==> src/qubit_measurement_engine_unit_defines.svh <==
// assertion macros shared by the engine modules
// expects clk and arst_n in the scope of each use
`ifndef QUBIT_MEASUREMENT_ENGINE_UNIT_DEFINES_SVH
`define QUBIT_MEASUREMENT_ENGINE_UNIT_DEFINES_SVH

// same-cycle implication, checked outside reset
`define QME_ASSERT_IMP(label, ante, cons) \
	label: assert property (@(posedge clk) disable iff (!arst_n) (ante) |-> (cons)) \
		else $error("qme assertion failed");

// next-cycle implication, checked outside reset
`define QME_ASSERT_NEXT(label, ante, cons) \
	label: assert property (@(posedge clk) disable iff (!arst_n) (ante) |=> (cons)) \
		else $error("qme assertion failed");

`endif

==> src/qme_pkg.sv <==
// shared constants, codes and types of the qubit measurement engine
// no dependencies
package qme_pkg;

	localparam int MAX_QUBITS = 10;
	localparam int AMP_WIDTH  = 16;
	localparam int FRAC_BITS  = AMP_WIDTH - 1;
	localparam int ADDR_W     = MAX_QUBITS;
	localparam int DEPTH      = 1 << ADDR_W;
	localparam int WORD_W     = 2 * AMP_WIDTH;
	localparam int RES_W      = 43;
	localparam int P_W        = RES_W - 1;
	localparam int QC_W       = 4;
	localparam int QB_W       = 4;
	localparam int CMD_W      = 3;
	localparam int IDX_W      = 10;
	localparam int ST_W       = 2;
	localparam int PROD_W     = 2 * AMP_WIDTH;
	localparam int DIV_W      = PROD_W + 2 * FRAC_BITS;
	localparam int RAD_W      = 2 * AMP_WIDTH;
	localparam int STEP_W     = $clog2(DIV_W);
	localparam int FIFO_DEPTH = 2;
	localparam int FPTR_W     = $clog2(FIFO_DEPTH);

	localparam logic [QC_W-1:0] QC_RESET = QC_W'(MAX_QUBITS);

	// command codes
	localparam logic [CMD_W-1:0] CMD_LOAD  = 3'd0;
	localparam logic [CMD_W-1:0] CMD_PROB  = 3'd1;
	localparam logic [CMD_W-1:0] CMD_EXPT  = 3'd2;
	localparam logic [CMD_W-1:0] CMD_COLL  = 3'd3;
	localparam logic [CMD_W-1:0] CMD_READ  = 3'd4;

	// pauli basis codes
	localparam logic [1:0] BASIS_X = 2'd0;
	localparam logic [1:0] BASIS_Y = 2'd1;
	localparam logic [1:0] BASIS_Z = 2'd2;

	// status codes
	localparam logic [ST_W-1:0] ST_OK    = 2'd0;
	localparam logic [ST_W-1:0] ST_QUBIT = 2'd1;
	localparam logic [ST_W-1:0] ST_BAD   = 2'd2;
	localparam logic [ST_W-1:0] ST_ZERO  = 2'd3;

	localparam logic signed [RES_W-1:0] RES_MAX = {1'b0, {(RES_W-1){1'b1}}};
	localparam logic signed [RES_W-1:0] RES_MIN = {1'b1, {(RES_W-1){1'b0}}};
	localparam logic [RAD_W-1:0] AMP_MAX_U = RAD_W'((1 << (AMP_WIDTH - 1)) - 1);

	typedef enum logic [2:0] {
		OP_LOAD, OP_PROB, OP_EXPX, OP_EXPY, OP_EXPZ, OP_COLL, OP_READ, OP_ERR
	} op_t;

	// classified command handed from front to back
	typedef struct packed {
		op_t                          op;
		logic [ST_W-1:0]              status;
		logic [ADDR_W-1:0]            first;
		logic [ADDR_W-1:0]            last;
		logic [ADDR_W-1:0]            mask;
		logic signed [AMP_WIDTH-1:0]  re;
		logic signed [AMP_WIDTH-1:0]  im;
		logic                         outcome;
	} desc_t;

	typedef enum logic [3:0] {
		B_IDLE, B_LOAD, B_SWEEP, B_DRAIN, B_C_CHECK, B_C_RD, B_C_WAIT,
		B_C_RE, B_C_REW, B_C_IM, B_C_IMW, B_C_WR, B_RESULT
	} bstate_t;

	typedef enum logic [2:0] {
		S_IDLE, S_SQ, S_DIV, S_SQRT, S_DONE
	} sstate_t;

endpackage

==> src/qme_fifo.sv <==
// short descriptor queue between front and back
// depends on qme_pkg
module qme_fifo import qme_pkg::*; (
	input  logic  clk,
	input  logic  arst_n,
	input  logic  push_valid,
	input  desc_t push_desc,
	output logic  push_ready,
	output logic  pop_valid,
	output desc_t pop_desc,
	input  logic  pop
);

	desc_t              mem_q [FIFO_DEPTH];
	logic [FPTR_W-1:0]  wptr_q;
	logic [FPTR_W-1:0]  rptr_q;
	logic [FPTR_W:0]    count_q;
	logic               do_push;
	logic               do_pop;

	assign push_ready = count_q != (FPTR_W + 1)'(FIFO_DEPTH);
	assign pop_valid  = count_q != '0;
	assign pop_desc   = mem_q[rptr_q];
	assign do_push    = push_valid && push_ready;
	assign do_pop     = pop && pop_valid;

	// pointers and fill count
	always_ff @(posedge clk or negedge arst_n) begin
		if (!arst_n) begin
			wptr_q  <= '0;
			rptr_q  <= '0;
			count_q <= '0;
		end else begin
			if (do_push)
				wptr_q <= wptr_q + FPTR_W'(1);
			if (do_pop)
				rptr_q <= rptr_q + FPTR_W'(1);
			if (do_push && !do_pop)
				count_q <= count_q + (FPTR_W + 1)'(1);
			else if (do_pop && !do_push)
				count_q <= count_q - (FPTR_W + 1)'(1);
		end
	end

	always_ff @(posedge clk) begin
		if (do_push) begin
			mem_q[wptr_q] <= push_desc;
		end
	end

endmodule

==> config.mk <==
export PLATFORM = sky130hd
export DESIGN_NAME = qme_fifo
export DESIGN_NICKNAME = d
export VERILOG_FILES = /design/src/qubit_measurement_engine_unit_defines.svh /design/src/qme_pkg.sv /design/src/qme_fifo.sv
export SDC_FILE = /design/constraint.sdc
export NUM_CORES = 1
export LEC_CHECK = 0
export ABC_AREA = 1
export BUFFER_PORTS_ARGS = -buffer_cell sky130_fd_sc_hd__buf_2
export CAP_MARGIN = 15
export CORE_MARGIN = 2
export CORE_UTILIZATION = 52
export DETAILED_ROUTE_END_ITERATION = 7
export PLACE_DENSITY = 0.83
export SETUP_SLACK_MARGIN = 0.1
export SLEW_MARGIN = 20
export SYNTH_ARGS = -nofsm -noshare
export SYNTH_HDL_FRONTEND = slang
export SYNTH_SLANG_ARGS = --single-unit
==> constraint.sdc <==
create_clock -name clk -period 4.99 [get_ports clk]
set_input_delay 0.7485 -clock clk [delete_from_list [all_inputs] [get_ports clk]]
set_output_delay 0.7485 -clock clk [all_outputs]
set_load 0.1 [all_outputs]
* Yosys cells after proc, flatten, opt, wreduce, memory -nomap -nowiden
Memories as Yosys holds them, arrays and structs flattened.
Index checks and enable logic that the tools add are counted.
** Cells by class
- Add/subtract/negate cells :: 4
- Eq/ne operators :: 1
- Multiplexer cells :: 4
- Reductions and logical operators :: 8
** Operators by type and width (count)
- $logic_and 1x1->1 :: 4
- $mux 2 :: 2
- $reduce_bool 2->1 :: 2
- $add 1x1->1 const B :: 2
- $add 2x1->2 const B :: 1
- $logic_not 1->1 :: 2
- $mux 1 :: 2
- $ne 2x2->1 const B :: 1
- $sub 2x1->2 const B :: 1
** Word-level totals
- Register bits after elaboration :: 4
- RAM bits :: 136
- Input port bits :: 72
- Output and inout bits :: 70
- Word-level logic and storage cells :: 21
- Memories :: 1
** Memory list
- mem_q :: words 2, width 68, read ports 1, clocked after memory_dff 0, write ports 1, line qme_fifo.sv:14 : desc_t mem_q [FIFO_DEPTH];

* Longest topological paths before layout
- Word-level depth :: 6
- Depth in mapped cells :: 10
- Depth with buffers taken out :: 10

* Worst setup path after synthesis
Ideal clock, no wire load.
- Path kind :: register -> register
- Start :: register count_q[0]
- End :: memory mem_q[0][0] (netlist bit), enable pin
- Library setup time :: 495 ps
- Arrival time :: 4249 ps
- Required time :: 4495 ps
- Setup slack :: 246 ps
- Stages on the path, launching flop included :: 5
- Path buffers :: 0
- Clock period less this slack :: 4744 ps
- Cell sequence :: dfrtp_1 inv_1 nand2_1 nand2_1 nor2_1
** Between the ends
- Longest elaborated chain between the ends :: 4
** RTL lines
- start: declaration :: line qme_fifo.sv:17 : logic [FPTR_W:0] count_q;
- start signal: assignment :: line qme_fifo.sv:39 : count_q <= count_q + (FPTR_W + 1)'(1);
- start signal: assignment :: line qme_fifo.sv:41 : count_q <= count_q - (FPTR_W + 1)'(1);
- $ne 2x2->1 :: line qme_fifo.sv:21 : assign push_ready = count_q != (FPTR_W + 1)'(FIFO_DEPTH);
- via push_ready :: line qme_fifo.sv:8 : output logic push_ready,
- $logic_and 1x1->1 :: line qme_fifo.sv:24 : assign do_push = push_valid && push_ready;
- $mux 1 :: line qme_fifo.sv:46 : if (do_push) begin
- $mux 1 (not written as such) :: line qme_fifo.sv:47 : mem_q[wptr_q] <= push_desc;
- end: declaration :: line qme_fifo.sv:14
The timed path passes the listed nets, and every way through them passes these cells.

==> results.txt <==
Multi-input gate area: 872 um^2
DRT Pass-1 Iters: 4
Area contributors post-synth: edfxtp_1 (79%), nand2_1 (16%), dfrtp_1 (1.9%)
fill count: 703
Starting Density: 53.1%
first-pass GRT wire length: 15,200 um
TritonCTS clock tree: done
GR Util All Layers: 18.5%
worst r2r src: count_q[0]
Detailed Route Iter0 Violations: 207
Skew-Pair Late Insertion Delay: 500 ps
Worst setup SP type: flop
RSZ-0062 raised after global routing: no
post-DP HPWL: 6210 um
cell taking the most area after synthesis: edfxtp_1
Largest stage delay, worst path: 600 ps
Max-Cap Viols: 0
Mapped Area: 5170 um^2
sequential share of the synthesized area: 80.9%
final wirelength: 9670 um
layout cell share with drive strength beyond 1: 32.4%
# clock sinks: 140
Slew HR: 44.0%
Synth Warn #: 0
post-route minimum period: 3480 ps
Inserted Clock Buffers: 17
Yosys reg bits: 140
commonest non-fill, non-tap cell in the layout: nand2_1
critical path type: flop to output pin
actual slew at the worst max-slew pin: 838 ps
H-tree Lvls: 4
most used cells in the layout excluding fill and tap cells: nand2_1 (214), buf_2 (141), edfxtp_1 (136)
top-area cell type share of the netlist area: 79.0%
cell count after placement: 647
largest net degree at the start of global routing: 70
Post-Syn Area per Cell: 13.5 um^2
simple-gate share of the synthesized area: 16.0%
Worst Path Max Fanout: 69
max-slew violation count: 0
Post-Synth Adder-Cell Area: 0.242%
Critical Path Source: rptr_q
IO buf count: 141
Layout Nets: 606
I/O pins: 142
reg2reg setup slack: 2580 ps
final worst path period share: 69.7%
Hold Path Class: input port to asynchronous set/reset pin
final worst slack: 1510 ps
Core Area: 9730 um^2
CP max stage cell: dfrtp_2
Critical Path, Cell by Cell: buf_4, inv_4, nand2_1, nand2_1, buf_2
Horiz. Die Dim: 104 um
Root Driver: clkbuf_8
CP dominant cell by count: nand2_1
row cnt: 36
die height: 104 um
final-report setup violation count: 0
FF+latch area: 4190 um^2
Fin Setup TNS: 0 ps
Area Overhead vs Synth: 27.3%
vias in the first global route: 3,142
final std cells w/o fill: 677
Post-Syn Nets: 457
outcome: finished clean
upper clock frequency limit: 287 MHz
Worst-path clk slew: 60 ps
mux contribution to synthesized area: 0%
crit end category: output pin
drt drc: 0
hold buffers post-CTS: 0
Worst Path Required: 4240 ps
WL/cell: 14.3 um
antenna-violating nets left: 0
pre-CTS WS: 1960 ps
largest family of logic cells by synthesized area: simple AND/OR/NAND/NOR gates
vias: 3,265
synthesized instance count: 384
post-synthesis xor/xnor area fraction: 0.339%
post-synthesis compound-gate area fraction: 0%
Die Area: 10,800 um^2
diode count: 0
Fin Clk Skew: 7.38 ps
Resize count post-CTS: 0
Arr. time, crit path: 2730 ps
post-synthesis cell type count: 14
GRT overflow: 0
Post-CTS Setup Bufs: 0
vias per cell: 4.82
initial antenna violation count: 0
CTS Buffer Depth: 2
final hold violation count: 0
Final Wtd Congestion: 0.779
[critical path, delay by kind of cell, from the launching register on]
family	cells	cell delay, ps
buffers and inverters	3	1380
flip-flops	1	600
AND/OR/NAND/NOR	2	230
[worst paths after layout]
check | cells after the start | to
setup reg to reg | 5 | mem_q[1][9]
min in group clk | 1 | mem_q[1][11]
hold / removal | 1 | wptr_q
max in group asynchronous | 1 | rptr_q
hold reg to reg | 1 | count_q[0]
setup / recovery | 5 | pop_desc[40]
[metrics by stage]
step	area [um^2]	util (%)	hold slack, ps
2_1_floorplan	5170	-	453
3_3_place_gp	5990	61.5	476
3_5_place_dp	5990	61.5	491
4_1_cts	6580	67.6	22.7
5_1_grt	6580	67.6	22.4
6_report	6580	67.6	48.4
[synth_stat cells]
library cell / number
nand2_1: 214
edfxtp_1: 136
buf_2: 10
inv_1: 6
dfrtp_1: 4
buf_6: 3
buf_4: 2
nand3_1: 2
nor2_1: 2
ha_1: 1
inv_4: 1
nand4_1: 1
xnor2_1: 1
xor2_1: 1
[cell families after synthesis]
kind of cell / after synthesis
xor+xnor: 2
fa+ha+maj: 1
buf+inv: 22
flops: 140
simple gates: 219
[registers in the layout, indices dropped and copies added, names as in the netlist]
signal   flops
rptr_q       1
count_q      2
mem_q      136
wptr_q       1
[final cells by class]
class | instances | share of cell area, %
inverter | 7 | 0.438
tap | 133 | 2.53
multi-input combinational | 222 | 13.3
clock buffer | 17 | 6.30
sequential | 140 | 63.6
timing repair buffer | 145 | 11.2
clock inverter | 13 | 2.66
[layer usage]
| metal | vias to the layer above | routed length, um | GRT usage [%] |
|---|---|---|---|
| met1 | 1548 | 4010 | 22.2 |
| met3 | 7 | 698 | 7.61 |
| met4 | 0 | 64 | 7.05 |
| met2 | 121 | 4900 | 30.0 |
| met5 | - | 0 | 0 |
| li1 | 1589 | - | - |
Power is left out: the tool's default activity adds up to more than one toggle a clock period on the data nets, which glitch-free logic cannot reach.
