[config.mk]
export PLATFORM = sky130hd
export DESIGN_NAME = qme_front_flat
export DESIGN_NICKNAME = d
export VERILOG_FILES = /design/src/qubit_measurement_engine_unit_defines.svh /design/src/qme_pkg.sv /design/src/qme_in_if.sv /design/src/qme_front.sv /design/src/flat_wrapper.sv
export SDC_FILE = /design/constraint.sdc
export NUM_CORES = 1
export LEC_CHECK = 0
export BUFFER_PORTS_ARGS = -buffer_cell sky130_fd_sc_hd__buf_4
export CORE_MARGIN = 10
export CORE_UTILIZATION = 50
export DETAILED_ROUTE_END_ITERATION = 16
export GPL_ROUTABILITY_DRIVEN = 0
export GPL_TIMING_DRIVEN = 0
export PLACE_DENSITY = 0.95
export SETUP_SLACK_MARGIN = 0.05
export SLEW_MARGIN = 20
export SYNTH_ARGS = -nofsm -noshare
export SYNTH_HDL_FRONTEND = slang
export SYNTH_SLANG_ARGS = --single-unit
[constraint.sdc]
create_clock -name clk -period 7.44 [get_ports clk]
set_input_delay 0 -clock clk [delete_from_list [all_inputs] [get_ports clk]]
set_output_delay 0 -clock clk [all_outputs]
set_load 0.02 [all_outputs]
[src/qubit_measurement_engine_unit_defines.svh]
// assertion macros shared by the engine modules
// expects clk and arst_n in the scope of each use
`ifndef QUBIT_MEASUREMENT_ENGINE_UNIT_DEFINES_SVH
`define QUBIT_MEASUREMENT_ENGINE_UNIT_DEFINES_SVH

// same-cycle implication, checked outside reset
`define QME_ASSERT_IMP(label, ante, cons) \
	label: assert property (@(posedge clk) disable iff (!arst_n) (ante) |-> (cons)) \
		else $error("qme assertion failed");

// next-cycle implication, checked outside reset
`define QME_ASSERT_NEXT(label, ante, cons) \
	label: assert property (@(posedge clk) disable iff (!arst_n) (ante) |=> (cons)) \
		else $error("qme assertion failed");

`endif

[src/qme_pkg.sv]
// shared constants, codes and types of the qubit measurement engine
// no dependencies
package qme_pkg;

	localparam int MAX_QUBITS = 10;
	localparam int AMP_WIDTH  = 16;
	localparam int FRAC_BITS  = AMP_WIDTH - 1;
	localparam int ADDR_W     = MAX_QUBITS;
	localparam int DEPTH      = 1 << ADDR_W;
	localparam int WORD_W     = 2 * AMP_WIDTH;
	localparam int RES_W      = 43;
	localparam int P_W        = RES_W - 1;
	localparam int QC_W       = 4;
	localparam int QB_W       = 4;
	localparam int CMD_W      = 3;
	localparam int IDX_W      = 10;
	localparam int ST_W       = 2;
	localparam int PROD_W     = 2 * AMP_WIDTH;
	localparam int DIV_W      = PROD_W + 2 * FRAC_BITS;
	localparam int RAD_W      = 2 * AMP_WIDTH;
	localparam int STEP_W     = $clog2(DIV_W);
	localparam int FIFO_DEPTH = 2;
	localparam int FPTR_W     = $clog2(FIFO_DEPTH);

	localparam logic [QC_W-1:0] QC_RESET = QC_W'(MAX_QUBITS);

	// command codes
	localparam logic [CMD_W-1:0] CMD_LOAD  = 3'd0;
	localparam logic [CMD_W-1:0] CMD_PROB  = 3'd1;
	localparam logic [CMD_W-1:0] CMD_EXPT  = 3'd2;
	localparam logic [CMD_W-1:0] CMD_COLL  = 3'd3;
	localparam logic [CMD_W-1:0] CMD_READ  = 3'd4;

	// pauli basis codes
	localparam logic [1:0] BASIS_X = 2'd0;
	localparam logic [1:0] BASIS_Y = 2'd1;
	localparam logic [1:0] BASIS_Z = 2'd2;

	// status codes
	localparam logic [ST_W-1:0] ST_OK    = 2'd0;
	localparam logic [ST_W-1:0] ST_QUBIT = 2'd1;
	localparam logic [ST_W-1:0] ST_BAD   = 2'd2;
	localparam logic [ST_W-1:0] ST_ZERO  = 2'd3;

	localparam logic signed [RES_W-1:0] RES_MAX = {1'b0, {(RES_W-1){1'b1}}};
	localparam logic signed [RES_W-1:0] RES_MIN = {1'b1, {(RES_W-1){1'b0}}};
	localparam logic [RAD_W-1:0] AMP_MAX_U = RAD_W'((1 << (AMP_WIDTH - 1)) - 1);

	typedef enum logic [2:0] {
		OP_LOAD, OP_PROB, OP_EXPX, OP_EXPY, OP_EXPZ, OP_COLL, OP_READ, OP_ERR
	} op_t;

	// classified command handed from front to back
	typedef struct packed {
		op_t                          op;
		logic [ST_W-1:0]              status;
		logic [ADDR_W-1:0]            first;
		logic [ADDR_W-1:0]            last;
		logic [ADDR_W-1:0]            mask;
		logic signed [AMP_WIDTH-1:0]  re;
		logic signed [AMP_WIDTH-1:0]  im;
		logic                         outcome;
	} desc_t;

	typedef enum logic [3:0] {
		B_IDLE, B_LOAD, B_SWEEP, B_DRAIN, B_C_CHECK, B_C_RD, B_C_WAIT,
		B_C_RE, B_C_REW, B_C_IM, B_C_IMW, B_C_WR, B_RESULT
	} bstate_t;

	typedef enum logic [2:0] {
		S_IDLE, S_SQ, S_DIV, S_SQRT, S_DONE
	} sstate_t;

endpackage

[src/qme_in_if.sv]
// command channel: valid/ready plus one command beat
// depends on qme_pkg
interface qme_in_if import qme_pkg::*; ();
	logic                        valid;
	logic                        ready;
	logic [CMD_W-1:0]            command;
	logic [IDX_W-1:0]            index;
	logic signed [AMP_WIDTH-1:0] amp_real;
	logic signed [AMP_WIDTH-1:0] amp_imag;
	logic [QB_W-1:0]             qubit;
	logic [1:0]                  basis;
	logic                        outcome;

	modport source(output valid, command, index, amp_real, amp_imag, qubit, basis, outcome,
		input ready);
	modport sink(input valid, command, index, amp_real, amp_imag, qubit, basis, outcome,
		output ready);
endinterface

[src/qme_front.sv]
// front end: accepts command beats, checks them and builds a descriptor
// depends on qme_pkg and qme_in_if
module qme_front import qme_pkg::*; (
	input  logic            clk,
	input  logic            arst_n,
	input  logic [QC_W-1:0] qubit_count,
	qme_in_if.sink          req,
	output logic            push_valid,
	output desc_t           push_desc,
	input  logic            push_ready
);

	logic [QC_W-1:0]   n;
	logic [ADDR_W:0]   dim;
	logic [ADDR_W-1:0] last;
	logic [ADDR_W-1:0] idx;
	logic [QB_W-1:0]   sh;
	logic [ADDR_W-1:0] mask;
	logic              qok;
	desc_t             d;
	desc_t             d_s1;
	logic              v_s1;

	// qubits in use, state size and target bit
	always_comb begin
		if (qubit_count == '0)
			n = QC_W'(1);
		else if (qubit_count > QC_RESET)
			n = QC_RESET;
		else
			n = qubit_count;
		dim  = (ADDR_W + 1)'(1) << n;
		last = ADDR_W'(dim - (ADDR_W + 1)'(1));
		idx  = req.index[ADDR_W-1:0] & last;
		qok  = req.qubit < n;
		sh   = n - req.qubit - QB_W'(1);
		mask = ADDR_W'(1) << sh;
	end

	// classify the command
	always_comb begin
		d         = '0;
		d.first   = '0;
		d.last    = last;
		d.mask    = mask;
		d.re      = req.amp_real;
		d.im      = req.amp_imag;
		d.outcome = req.outcome;
		d.status  = ST_OK;
		unique case (req.command)
			CMD_LOAD: begin
				d.op    = OP_LOAD;
				d.first = idx;
			end
			CMD_READ: begin
				d.op    = OP_READ;
				d.first = idx;
				d.last  = idx;
			end
			CMD_PROB, CMD_COLL: begin
				d.op = (req.command == CMD_PROB) ? OP_PROB : OP_COLL;
				if (!qok) begin
					d.op     = OP_ERR;
					d.status = ST_QUBIT;
				end
			end
			CMD_EXPT: begin
				if (!qok) begin
					d.op     = OP_ERR;
					d.status = ST_QUBIT;
				end else begin
					case (req.basis)
						BASIS_X: d.op = OP_EXPX;
						BASIS_Y: d.op = OP_EXPY;
						BASIS_Z: d.op = OP_EXPZ;
						default: begin
							d.op     = OP_ERR;
							d.status = ST_BAD;
						end
					endcase
				end
			end
			default: begin
				d.op     = OP_ERR;
				d.status = ST_BAD;
			end
		endcase
	end

	assign req.ready  = !v_s1 || push_ready;
	assign push_valid = v_s1;
	assign push_desc  = d_s1;

	// descriptor stage
	always_ff @(posedge clk or negedge arst_n) begin
		if (!arst_n) begin
			v_s1 <= 1'b0;
		end else if (req.ready) begin
			v_s1 <= req.valid;
		end
	end

	always_ff @(posedge clk) begin
		if (req.ready && req.valid) begin
			d_s1 <= d;
		end
	end

endmodule

[src/flat_wrapper.sv]
// flat-port wrapper written by rule: the top's interface ports become plain ports
module qme_front_flat import qme_pkg::*;
  (clk, arst_n, qubit_count, push_valid, push_desc, push_ready, req_valid, req_command, req_index, req_amp_real, req_amp_imag, req_qubit, req_basis, req_outcome, req_ready);
  qme_in_if req_i ();
  input  logic clk;
  input  logic arst_n;
  input  logic [QC_W-1:0] qubit_count;
  output logic push_valid;
  output desc_t push_desc;
  input  logic push_ready;
  input wire logic [$bits(req_i.valid)-1:0] req_valid;
  input wire logic [$bits(req_i.command)-1:0] req_command;
  input wire logic [$bits(req_i.index)-1:0] req_index;
  input wire logic [$bits(req_i.amp_real)-1:0] req_amp_real;
  input wire logic [$bits(req_i.amp_imag)-1:0] req_amp_imag;
  input wire logic [$bits(req_i.qubit)-1:0] req_qubit;
  input wire logic [$bits(req_i.basis)-1:0] req_basis;
  input wire logic [$bits(req_i.outcome)-1:0] req_outcome;
  output wire logic [$bits(req_i.ready)-1:0] req_ready;
  assign req_i.valid = req_valid;
  assign req_i.command = req_command;
  assign req_i.index = req_index;
  assign req_i.amp_real = req_amp_real;
  assign req_i.amp_imag = req_amp_imag;
  assign req_i.qubit = req_qubit;
  assign req_i.basis = req_basis;
  assign req_i.outcome = req_outcome;
  assign req_ready = req_i.ready;
  qme_front u_core (.clk(clk), .arst_n(arst_n), .qubit_count(qubit_count), .req(req_i), .push_valid(push_valid), .push_desc(push_desc), .push_ready(push_ready));
endmodule
# ---- After elaboration in Yosys (flattened, before gate mapping)
# Cells that the tools add are included.
dict set report totals {
  regBits 69
  inputBits 60
  output_inout_bits 70
  word_cells 42
}
dict set report op_classes {
  addsub 3
  n_lt_le_gt_ge 2
  n_eq_ne 6
  shifts 2
  n_mux 10
  bitwise 1
  reduce_logical 9
}
# operator n
set ops {}
lappend ops {{1-bit by 4-bit << shifter with 10-bit output, first input constant} 2}
lappend ops {{3-bit one-hot mux with 4 select lines} 1}
lappend ops {{10-bit bitwise AND} 1}
lappend ops {{10-bit 2-to-1 mux} 1}
lappend ops {{5-bit 2-to-1 mux} 2}
lappend ops {{10-bit by 1-bit subtractor with 10-bit output, second input constant} 1}
lappend ops {{3-bit one-hot mux with 3 select lines} 1}
lappend ops {{4-bit 2-to-1 mux} 2}
lappend ops {{3-bit by 2-bit equality test with 1-bit output, second input constant} 2}
lappend ops {{2-bit one-hot mux with 3 select lines} 1}
lappend ops {{4-bit greater-than comparator, second input constant} 1}
lappend ops {{4-bit zero test} 1}
lappend ops {{4-bit less-than comparator} 1}
lappend ops {{2-bit OR reduction} 2}
lappend ops {{4-bit by 1-bit subtractor with 4-bit output, second input constant} 1}
lappend ops {{4-bit subtractor} 1}
lappend ops {{3-bit by 1-bit equality test with 1-bit output, second input constant} 1}
lappend ops {{3-bit equality test, second input constant} 1}
lappend ops {{3-bit zero test} 1}
lappend ops {{3-bit 2-to-1 mux} 1}
lappend ops {{3-bit OR reduction} 1}
lappend ops {{2-bit by 1-bit equality test with 1-bit output, second input constant} 1}
lappend ops {{2-bit equality test, second input constant} 1}
lappend ops {{2-bit zero test} 1}
lappend ops {{4 further kinds} 4}

# ---- Longest topological paths before layout
# Gate-level depths: netlist (run 1).
dict set report depth {
  depth_word 7
  mapped_depth 8
  mapped_depth_nobuf 7
}

# ---- Worst setup path before layout (run 1)
# No wires, ideal clock.
dict set report synth_path {
  path_kind {register to register}
  startpoint {reg u_core.v_s1 (netlist: u_core.push_valid)}
  endpoint {reg u_core.d_s1 (netlist bit u_core.push_desc[0]), enable pin}
  setup_time_ns 0.433
  arrival_ns 2.341
  required_ns 7.007
  path_slack_ns 4.666
  stages_incl_launch_ff 3
  path_buffers 0
  period_less_slack_ns 2.774
  cell_sequence {dfrtp_1 nand2b_1 and2_1}
}
dict set report synth_between {
  elab_chain_len 3
}
# element line_no
set synth_rtl {}
lappend synth_rtl {{start: declaration} qme_front.sv:22} ;# logic v_s1;
lappend synth_rtl {{start signal: assignment} qme_front.sv:99} ;# v_s1 <= req.valid;
lappend synth_rtl {{1-bit zero test} qme_front.sv:90} ;# assign req.ready = !v_s1 || push_ready;
lappend synth_rtl {{1-bit logical OR} qme_front.sv:90}
lappend synth_rtl {{via req_ready} flat_wrapper.sv:19} ;# output wire logic [$bits(req_i.ready)-1:0] req_ready;
lappend synth_rtl {{1-bit logical AND} qme_front.sv:104} ;# if (req.ready && req.valid) begin
lappend synth_rtl {{end signal: assignment} qme_front.sv:105} ;# d_s1 <= d;
lappend synth_rtl {{end: declaration} qme_front.sv:21} ;# desc_t d_s1;
# The timed path passes the listed nets, and every way through them passes these cells.
# A chain may end at the register's enable or synchronous reset.

# ---- Worst setup path in the final report (run 1)
dict set report layout_path {
  startpoint {in qubit_count[2]}
  endpoint {reg u_core.d_s1 (netlist bit u_core.push_desc[42]), data pin}
}
dict set report layout_between {
  elab_chain_len 6
  word_cells_on_any_way 7
}
# element line_no
set layout_rtl {}
lappend layout_rtl {{start: declaration} flat_wrapper.sv:7} ;# input logic [QC_W-1:0] qubit_count;
lappend layout_rtl {{4-bit greater-than comparator} qme_front.sv:28} ;# else if (qubit_count > QC_RESET)
lappend layout_rtl {{4-bit 2-to-1 mux} qme_front.sv:28}
lappend layout_rtl {{4-bit 2-to-1 mux (*)} qme_front.sv:26} ;# if (qubit_count == '0)
lappend layout_rtl {{4-bit subtractor (*)} qme_front.sv:36} ;# sh = n - req.qubit - QB_W'(1);
lappend layout_rtl {{4-bit by 1-bit subtractor with 4-bit output (*)} qme_front.sv:36}
lappend layout_rtl {{1-bit by 4-bit << shifter with 10-bit output (*)} qme_front.sv:37} ;# mask = ADDR_W'(1) << sh;
# Mark *: on every way between the ends. The rest lies on a longest branch, timed or not.

==> results.py, run 1 <==
metrics = {
    "final_layout": {
        "diodes": 0,
        "final_cell_mix": "129 x buf_4, 68 x edfxtp_1, 46 x dlygate4sd3_1",
        "area_growth_pct": 62.2,
        "drive_gt1_frac": 0.401,
        "nFillCells": 284,
        "final_common_cell": "buf_4",
        "fin_nets": 434,
    },
    "sta": {
        "clock_skew_ps": 10.0,
        "fmax_mhz": 414,
        "worst_slew_pin_slew_ps": 508,
        "setup_tns_ps": 0,
        "period_share": 0.325,
        "finalHoldViolations": 0,
        "slew_headroom": 0.659,
        "grt_setup_unrepaired": "false",
        "fin_crit_ps": 2420,
        "setup_viol": 0,
        "timing.final.ws_setup_ps": 5020,
        "final_max_slew_viol_count": 0,
    },
    "cts": {
        "clk_latency_ps": 340,
        "cts_sinks": 69,
        "holdBufCountCts": 46,
        "cts-buffers-inserted": 9,
        "cts-resized-gates": 0,
        "cts_tree": "done",
        "root_buffer": "clkbuf_8",
        "clkSlewWorstSetupHoldPaths_ps": 70,
        "cts_buffer_depth": 2,
        "htreeDepth": 3,
        "cts_setup_buffers": 0,
    },
    "worst_hold_path": {
        "min_path_type": "in2reg",
        "min_from": "req_index[6]",
        "hold_depth": 3,
        "worstHoldEndpoint": "u_core.push_desc[59]",
    },
    "synthesis": {
        "yosysTopAreaCellShare": 0.738,
        "yosysWarnings": 0,
        "synth_compound_gate_area_share": 0.0669,
        "synth_mux_area_frac": 0.00724,
        "synth_top_family_by_area": "simple AND/OR/NAND/NOR gates",
        "syn_nets": 247,
        "synth_seq_cells": 69,
        "synth_ff_type": "edfxtp_1",
        "syn_inst": 180,
        "synth_edf_count": 68,
        "synth.distinct_cells": 45,
        "synth.avg_cell_area_um2": 15.4,
        "yosys-top-cells-area": "edfxtp_1 74%, ha_1 2.7%, nor2_1 1.8%",
        "synth-simple-area-share": 0.107,
        "synthAdderAreaFrac": 0.0380,
        "synthXorXnorAreaFrac": 0.00950,
        "netlist_area_um2": 2770,
        "synth_top_cell_by_area": "edfxtp_1",
        "synth-seq-area-share": 0.747,
        "synthArstFlopShare": 0.0145,
    },
    "outcome": {
        "status": "finished, final reports clean",
    },
    "routing": {
        "routed_wl_um": 9720,
        "drt_iter0_drc": 151,
        "wl_per_cell_um": 21.9,
        "drc": 0,
        "vias": 2369,
        "dr.pass1.iters": 5,
        "ant_nets": 0,
        "drt-vias-per-instance": 5.34,
    },
    "floorplan": {
        "die-area_um2": 8910,
        "coreArea_um2": 5440,
        "num_rows": 27,
        "start_util": 0.509,
        "die_height_um": 94.4,
        "die_w_um": 94.4,
        "io_pins": 130,
    },
    "setup_path": {
        "cp_data_required_time_ps": 7620,
        "regToRegEndpoint": "u_core.push_desc[19]",
        "crit_type": "in2reg",
        "rr_startpoint": "u_core.push_valid",
        "end_kind": "flop",
        "rrSetupSlack_ps": 6000,
        "crit_path_start_kind": "input pin",
        "critical_path_arrival_ps": 2600,
        "r2r_cells": 3,
        "path_max_fanout": 10,
    },
    "placed_design": {
        "io_buffers": 129,
        "pre_cts_ws_ps": 4750,
        "dp_hpwl_um": 5730,
    },
    "grt": {
        "grt_pass1_wl_um": 14100,
        "grt_max_degree": 63,
        "antenna_found_initial": 0,
        "grt_pass1_vias": 2418,
        "grt_usage": 0.213,
        "gr-total-overflow": 0,
    },
    "pwr": {
        "p_leak_uw": 0.00191,
        "ir_drop_mv": 0.104,
        "power_density_nw_per_um2": 204,
    },
    "run": {
        "drv_cap": 0,
    },
}
==> final cells by class <==
cell class | instances | area (um^2) | area share
Inverter | 9 | 33.8 | 0.00753
Buffer | 7 | 28.8 | 0.00641
Multi-Input combinational cell | 95 | 639 | 0.142
Sequential cell | 69 | 2070 | 0.461
Tap cell | 72 | 90.1 | 0.0201
Clock inverter | 2 | 10.0 | 0.00223
Clock buffer | 14 | 163 | 0.0362
Timing Repair Buffer | 176 | 1460 | 0.325
==> routing by layer <==
layer  track usage  share of wire
met4        0.0684          0.024
met2         0.371           0.53
met5             0              0
met1         0.238           0.35
met3        0.0761           0.10
==> state kept, by name, indices dropped and copies added (netlist names) <==
register	flops
u_core.push_valid	1
u_core.push_desc	68
==> report_power, final <==
group / leakage (uW) / internal (uW) / switching, uW / total (uW)
combinational: 0.00116 / 82.4 / 92.9 / 175
sequential: 0.000665 / 455 / 8.25 / 463
clock: 0.0000905 / 139 / 138 / 277
total: 0.00191 / 676 / 240 / 916
==> cells in the mapped netlist, types with 2 or more instances <==
master     count
edfxtp_1      68
nor2_1        13
a21oi_1        9
inv_1          9
nor3_1         7
ha_1           6
nand2_1        6
or3_1          4
a31oi_1        3
and2_1         3
and3_1         3
clkbuf_1       3
nand3b_1       3
o21ai_0        3
a21o_1         2
buf_1          2
clkbuf_2       2
mux2i_1        2
nand2b_1       2
nand3_1        2
o211a_1        2
o2bb2ai_1      2
xnor2_1        2
==> worst max path at each step <==
stage / end / from
2_1_floorplan: u_core.push_desc[0] / u_core.push_valid
3_3_place_gp: u_core.push_desc[65] / u_core.push_valid
3_5_place_dp: u_core.push_desc[42] / qubit_count[2]
4_1_cts: u_core.push_desc[42] / qubit_count[2]
5_1_grt: u_core.push_desc[34] / qubit_count[2]
6_report: u_core.push_desc[42] / qubit_count[2]
==> through the flow <==
stage	utilization	hold slack, ps	cell area [um^2]	cells	power (uW)
6_report	0.825	20.5	4490	444	916
5_1_grt	0.825	19.0	4490	444	946
4_1_cts	0.825	7.93	4490	444	901
3_5_place_dp	0.709	-222	3850	382	619
3_3_place_gp	0.703	-224	3820	381	612
2_1_floorplan	-	-296	2770	180	544
==> logic make-up after synthesis <==
| group | Yosys count |
|---|---|
| other | 1 |
| adder cells (fa/ha/maj) | 8 |
| AO/OA/AOI/OAI | 28 |
| buffers and inverters | 16 |
| AND/OR/NAND/NOR | 53 |
| flip-flops | 69 |
| multiplexers | 2 |
| XOR/XNOR | 3 |
==> worst max-delay path: stages <==
cell      delay, ps
buf_4            80
clkbuf_1        350
nor2_1          170
maj3_1          390
ha_1            220
fa_1            450
buf_1           190
or4b_1          580
mux2i_1         160
Power figures use the tool's default switching activity.
==> run 2: changes to the inputs <==
- ABC_AREA: default -> 1
- CORE_UTILIZATION: 50 -> 42
- PLACE_DENSITY: 0.95 -> 0.87
- clock period: 7.44 -> 2 ns (I/O delays scaled with it)
==> results.py, run 2 <==
metrics = {
    "outcome": {
        "status": "finished, final reports clean",
    },
    "synthesis": {
        "synth.avg_cell_area_um2": 13.7,
        "synthMostInstantiatedCell": "edfxtp_1",
        "netlist_area_um2": 2770,
        "synth-seq-area-share": 0.745,
        "synthTopCellsByCount": "68 x edfxtp_1, 30 x nand2_1, 27 x nor2_1",
        "syn_nets": 270,
        "syn_inst": 203,
        "synthArstFlopShare": 0.0145,
        "synth.distinct_cells": 25,
        "synth_edf_count": 68,
        "synth_seq_cells": 69,
        "synth_ff_type": "edfxtp_1",
        "yosysTopAreaCellShare": 0.736,
        "yosysWarnings": 0,
        "yosys-top-cells-area": "edfxtp_1 74%, nand2_1 4.1%, nor2_1 3.7%",
        "synth_top_cell_by_area": "edfxtp_1",
    },
    "grt": {
        "gr-total-overflow": 0,
        "grt_usage": 0.151,
        "grt_pass1_wl_um": 11800,
        "grt_pass1_vias": 2298,
        "antenna_found_initial": 0,
        "grt_max_degree": 28,
    },
    "sta": {
        "setup_viol": 0,
        "fin_crit_ps": 1860,
        "clock_skew_ps": 5.48,
        "finalHoldViolations": 0,
        "fmax_mhz": 538,
        "setup_tns_ps": 0,
        "worst_slew_pin_slew_ps": 679,
        "period_share": 0.929,
        "final_max_slew_viol_count": 0,
        "slew_headroom": 0.547,
        "grt_setup_unrepaired": "false",
    },
    "pwr": {
        "power_density_nw_per_um2": 744,
        "p_leak_uw": 0.00198,
        "p_total_uw": 3400,
        "ir_drop_mv": 0.512,
    },
    "setup_path": {
        "crit_type": "in2reg",
        "path_delay_family": "buffers and inverters",
        "cp-startpoint": "qubit_count[1]",
        "cp_num_buf_inv": 3,
        "critical_path_arrival_ps": 1950,
        "rr_startpoint": "u_core.push_valid",
        "r2r_cells": 3,
        "cp_data_required_time_ps": 2090,
        "cpMaxStageDelayCell": "dlygate4sd3_1",
        "crit_chain": "buf_4 -> inv_1 -> nand2_2 -> a21oi_2 -> ha_2 -> fa_1 -> nand3b_1 -> nand2_2 -> a21oi_2 -> dlygate4sd3_1 -> nand2_1",
        "end_kind": "flop",
        "max_stage_delay_ps": 560,
        "path_max_fanout": 4,
        "crit_path_start_kind": "input pin",
        "rrSetupSlack_ps": 250,
        "regToRegEndpoint": "u_core.push_desc[20]",
    },
    "cts": {
        "cts_setup_buffers": 0,
        "root_buffer": "clkbuf_8",
        "cts_buffer_depth": 2,
        "htreeDepth": 3,
        "clkSlewWorstSetupHoldPaths_ps": 60,
        "clk_latency_ps": 330,
        "cts_sinks": 69,
        "cts_tree": "done",
        "cts-buffers-inserted": 9,
    },
    "routing": {
        "drc": 0,
        "drt_iter0_drc": 89,
        "ant_nets": 0,
        "vias": 2244,
        "wl_per_cell_um": 16.9,
        "routed_wl_um": 8000,
        "drt-vias-per-instance": 4.75,
        "dr.pass1.iters": 4,
    },
    "final_layout": {
        "final_cell_mix": "128 x buf_4, 68 x edfxtp_1, 48 x dlygate4sd3_1",
        "area_growth_pct": 64.5,
        "fin_util": 0.715,
        "largest_register_ffs": 68,
        "diodes": 0,
        "final_common_cell": "buf_4",
        "fin_area_um2": 4560,
        "fin_nets": 459,
        "drive_gt1_frac": 0.418,
        "stdcell_count": 472,
    },
    "placed_design": {
        "dp.cells": 410,
        "dp_hpwl_um": 5740,
        "io_buffers": 128,
        "postPlaceCellArea_um2": 3900,
    },
    "floorplan": {
        "io_pins": 130,
        "die_height_um": 101,
        "coreArea_um2": 6390,
        "start_util": 0.434,
        "die_w_um": 101,
        "die-area_um2": 10300,
        "num_rows": 29,
    },
    "run": {
        "drv_cap": 0,
    },
    "worst_hold_path": {
        "min_path_type": "in2reg",
        "min_from": "req_index[6]",
        "hold_depth": 3,
        "worstHoldEndpoint": "u_core.push_desc[49]",
    },
}
==> run 2: repair_timing <==
| item | 4_1_cts | 5_1_grt |
|---|---|---|
| hold buffers | 48 | 0 |
| gates resized for setup | 0 | 5 |
| endpoints found under the hold margin | 48 | 0 |
| endpoints found under the setup margin | 0 | 2 |
==> run 2: worst max path at each step <==
stage	to	depth (start not counted)
CTS	u_core.push_desc[66]	11
global route	u_core.push_desc[66]	11
finish	u_core.push_desc[66]	11
detailed placement	u_core.push_desc[39]	9
global placement	u_core.push_desc[33]	1
floorplan	u_core.push_desc[0]	1
==> run 2: per-layer routing <==
layer	global-route usage	wire length, um	share of wire
met3	0.0456	692	0.087
met2	0.286	4560	0.57
met4	0.0782	209	0.026
met1	0.141	2540	0.32
met5	0	0	0
==> run 2: cell families after synthesis <==
kind of cell	synth area share
other	0.00135
AND/OR/NAND/NOR	0.132
adder cells (fa/ha/maj)	0.0343
AO/OA/AOI/OAI	0.0401
buffers and inverters	0.0406
XOR/XNOR	0.00632
flip-flops	0.745
==> run 2: per-stage QoR <==
stage               hold WS (ps)  worst slack [ps]
global route                15.8              37.4
detailed placement          -223               167
global placement            -225              -336
finish                      17.0               141
CTS                         1.43               157
floorplan                   -296             -63.1
==> run 2: layout make-up <==
| class | count | area, um^2 |
|---|---|---|
| inverter | 24 | 90.1 |
| timing repair buffer | 178 | 1500 |
| multi-input combinational | 108 | 621 |
| clock inverter | 3 | 38.8 |
| sequential | 69 | 2070 |
| fill | 431 | 1820 |
| buffer | 2 | 22.5 |
| tap | 77 | 96.3 |
| clock buffer | 11 | 131 |
==> run 2: worst reg2reg max path: stages (launching register included) <==
cell and delay [ps]:
dfrtp_2 430, a21oi_4 560, buf_16 260, buf_16 200
==> run 2: power breakdown <==
part           internal [uW]  switching [uW]
Combinational            315             345
Clock                    557             462
Sequential              1690            23.6
==> run 3: changes to the inputs <==
- CORE_MARGIN: 10 -> 4
==> results.py, run 3 (synthesized netlist as in run 2, its figures left out) <==
metrics = {
    "outcome": {
        "status": "finished, final reports clean",
    },
    "cts": {
        "clk_latency_ps": 330,
        "cts_buffer_depth": 2,
        "cts-resized-gates": 0,
        "htreeDepth": 3,
        "cts-buffers-inserted": 9,
        "root_buffer": "clkbuf_8",
        "cts_sinks": 69,
        "clkSlewWorstSetupHoldPaths_ps": 80,
        "cts_tree": "done",
    },
    "final_layout": {
        "area_growth_pct": 63.0,
        "fin_util": 0.708,
        "drive_gt1_frac": 0.410,
        "final_common_cell": "buf_4",
        "final_cell_mix": "128 x buf_4, 68 x edfxtp_1, 44 x dlygate4sd3_1",
        "fin_area_um2": 4520,
        "largest_register_ffs": 68,
        "nFillCells": 446,
        "diodes": 0,
        "fin_nets": 455,
    },
    "grt": {
        "grt_usage": 0.188,
        "gr-total-overflow": 0,
        "grt_max_degree": 28,
        "grt_pass1_wl_um": 11100,
        "grt_pass1_vias": 2361,
        "antenna_found_initial": 0,
    },
    "sta": {
        "setup_viol": 0,
        "grt_setup_unrepaired": "false",
        "setup_tns_ps": 0,
        "fin_crit_ps": 1820,
        "finalHoldViolations": 0,
        "final_max_slew_viol_count": 0,
        "worst_slew_pin_slew_ps": 728,
        "slew_headroom": 0.514,
        "timing.final.ws_setup_ps": 180,
        "clock_skew_ps": 9.04,
        "period_share": 0.910,
        "fmax_mhz": 550,
    },
    "routing": {
        "routed_wl_um": 7420,
        "dr.pass1.iters": 4,
        "drt-vias-per-instance": 4.65,
        "ant_nets": 0,
        "drc": 0,
        "drt_iter0_drc": 50,
        "topRoutingLayerUsed": "met4",
        "wl_per_cell_um": 15.8,
        "wl_met1_um": 2630,
        "wl_met3_um": 488,
        "wl_met2_um": 4150,
        "vias": 2184,
    },
    "placed_design": {
        "postPlaceCellArea_um2": 3900,
        "io_buffers": 128,
        "dp_hpwl_um": 5150,
        "pre_cts_ws_ps": 150,
    },
    "floorplan": {
        "die_w_um": 89.3,
        "die-area_um2": 7970,
        "start_util": 0.434,
        "num_rows": 29,
        "die_height_um": 89.3,
        "io_pins": 130,
        "coreArea_um2": 6390,
    },
    "worst_hold_path": {
        "hold_depth": 3,
        "worstHoldEndpoint": "u_core.push_desc[67]",
        "min_path_type": "in2reg",
        "min_from": "req_command[1]",
    },
    "setup_path": {
        "rrSetupSlack_ps": 180,
        "cpMostUsedCell": "buf_16",
        "cpMaxStageDelayCell": "a21oi_4",
        "max_stage_delay_ps": 600,
        "r2r_cells": 3,
        "crit_type": "reg2reg",
        "crit_chain": "a21oi_4 -> buf_16 -> buf_16",
        "cp-startpoint": "u_core.push_valid",
        "crit_path_start_kind": "flop",
        "cp_data_required_time_ps": 2030,
        "end_kind": "flop",
        "regToRegEndpoint": "u_core.push_desc[37]",
        "critical_path_arrival_ps": 1850,
        "rr_startpoint": "u_core.push_valid",
        "path_max_fanout": 27,
    },
    "run": {
        "drv_cap": 0,
    },
    "pwr": {
        "power_density_nw_per_um2": 755,
        "pwr-share-clk": 0.308,
        "comb_power_share": 0.188,
        "p_leak_uw": 0.00197,
        "seq_power_share": 0.504,
        "ir_drop_mv": 0.532,
        "p_sw_uw": 852,
        "switching_share": 0.250,
        "internal_power_uw": 2560,
    },
}
run 3: metal layers:
metal  GRT usage  vias up
li1            -     1072
met1       0.201     1005
met2       0.352       92
met3      0.0350       15
met4      0.0907        0
met5           0        -
run 3: worst max path at each step:
| stage | slack, ps | cells past startpoint | endpoint |
|---|---|---|---|
| 2_1_floorplan | -60 | 1 | u_core.push_desc[0] |
| 3_3_place_gp | -330 | 1 | u_core.push_desc[33] |
| 3_5_place_dp | 150 | 9 | u_core.push_desc[37] |
| 4_1_cts | 190 | 3 | u_core.push_desc[33] |
| 5_1_grt | 100 | 3 | u_core.push_desc[25] |
| 6_report | 180 | 3 | u_core.push_desc[37] |
run 3: metrics by stage:
stage,hold WS (ps),cells,total power [uW]
finish,17.5,470,3410
global placement,-225,408,2280
detailed placement,-224,410,2320
global route,13.3,470,3550
floorplan,-296,203,2030
CTS,1.09,470,3430
run 3: power groups by stage:
stage / sequential, uW / combinational, uW / clock (uW)
4_1_cts: 1720 / 640 / 1070
3_3_place_gp: 1750 / 531 / 0
2_1_floorplan: 1860 / 179 / 0
5_1_grt: 1730 / 693 / 1130
6_report: 1720 / 642 / 1050
3_5_place_dp: 1750 / 568 / 0
run 3: repair_timing:
action | in CTS | in global routing
setup endpoints to repair | 0 | 0
buffers inserted | 0 | 0
hold buffers | 44 | 0
hold endpoints to repair | 44 | 0
run 3: cell type report:
cell class / instances / area [um^2] / share of cell area
multi-input combinational: 108 / 606 / 0.134
clock buffer: 10 / 128 / 0.0282
sequential: 69 / 2070 / 0.458
clock inverter: 6 / 53.8 / 0.0119
buffer: 2 / 22.5 / 0.00498
inverter: 24 / 90.1 / 0.0199
tap: 77 / 96.3 / 0.0213
timing repair buffer: 174 / 1460 / 0.322
run 3: worst max-delay path, delay by kind of cell, from the launching register on:
family                 cells  cell delay (ps)
buffers and inverters      2              440
AOI/OAI and AO/OA          1              600
DFF                        1              450
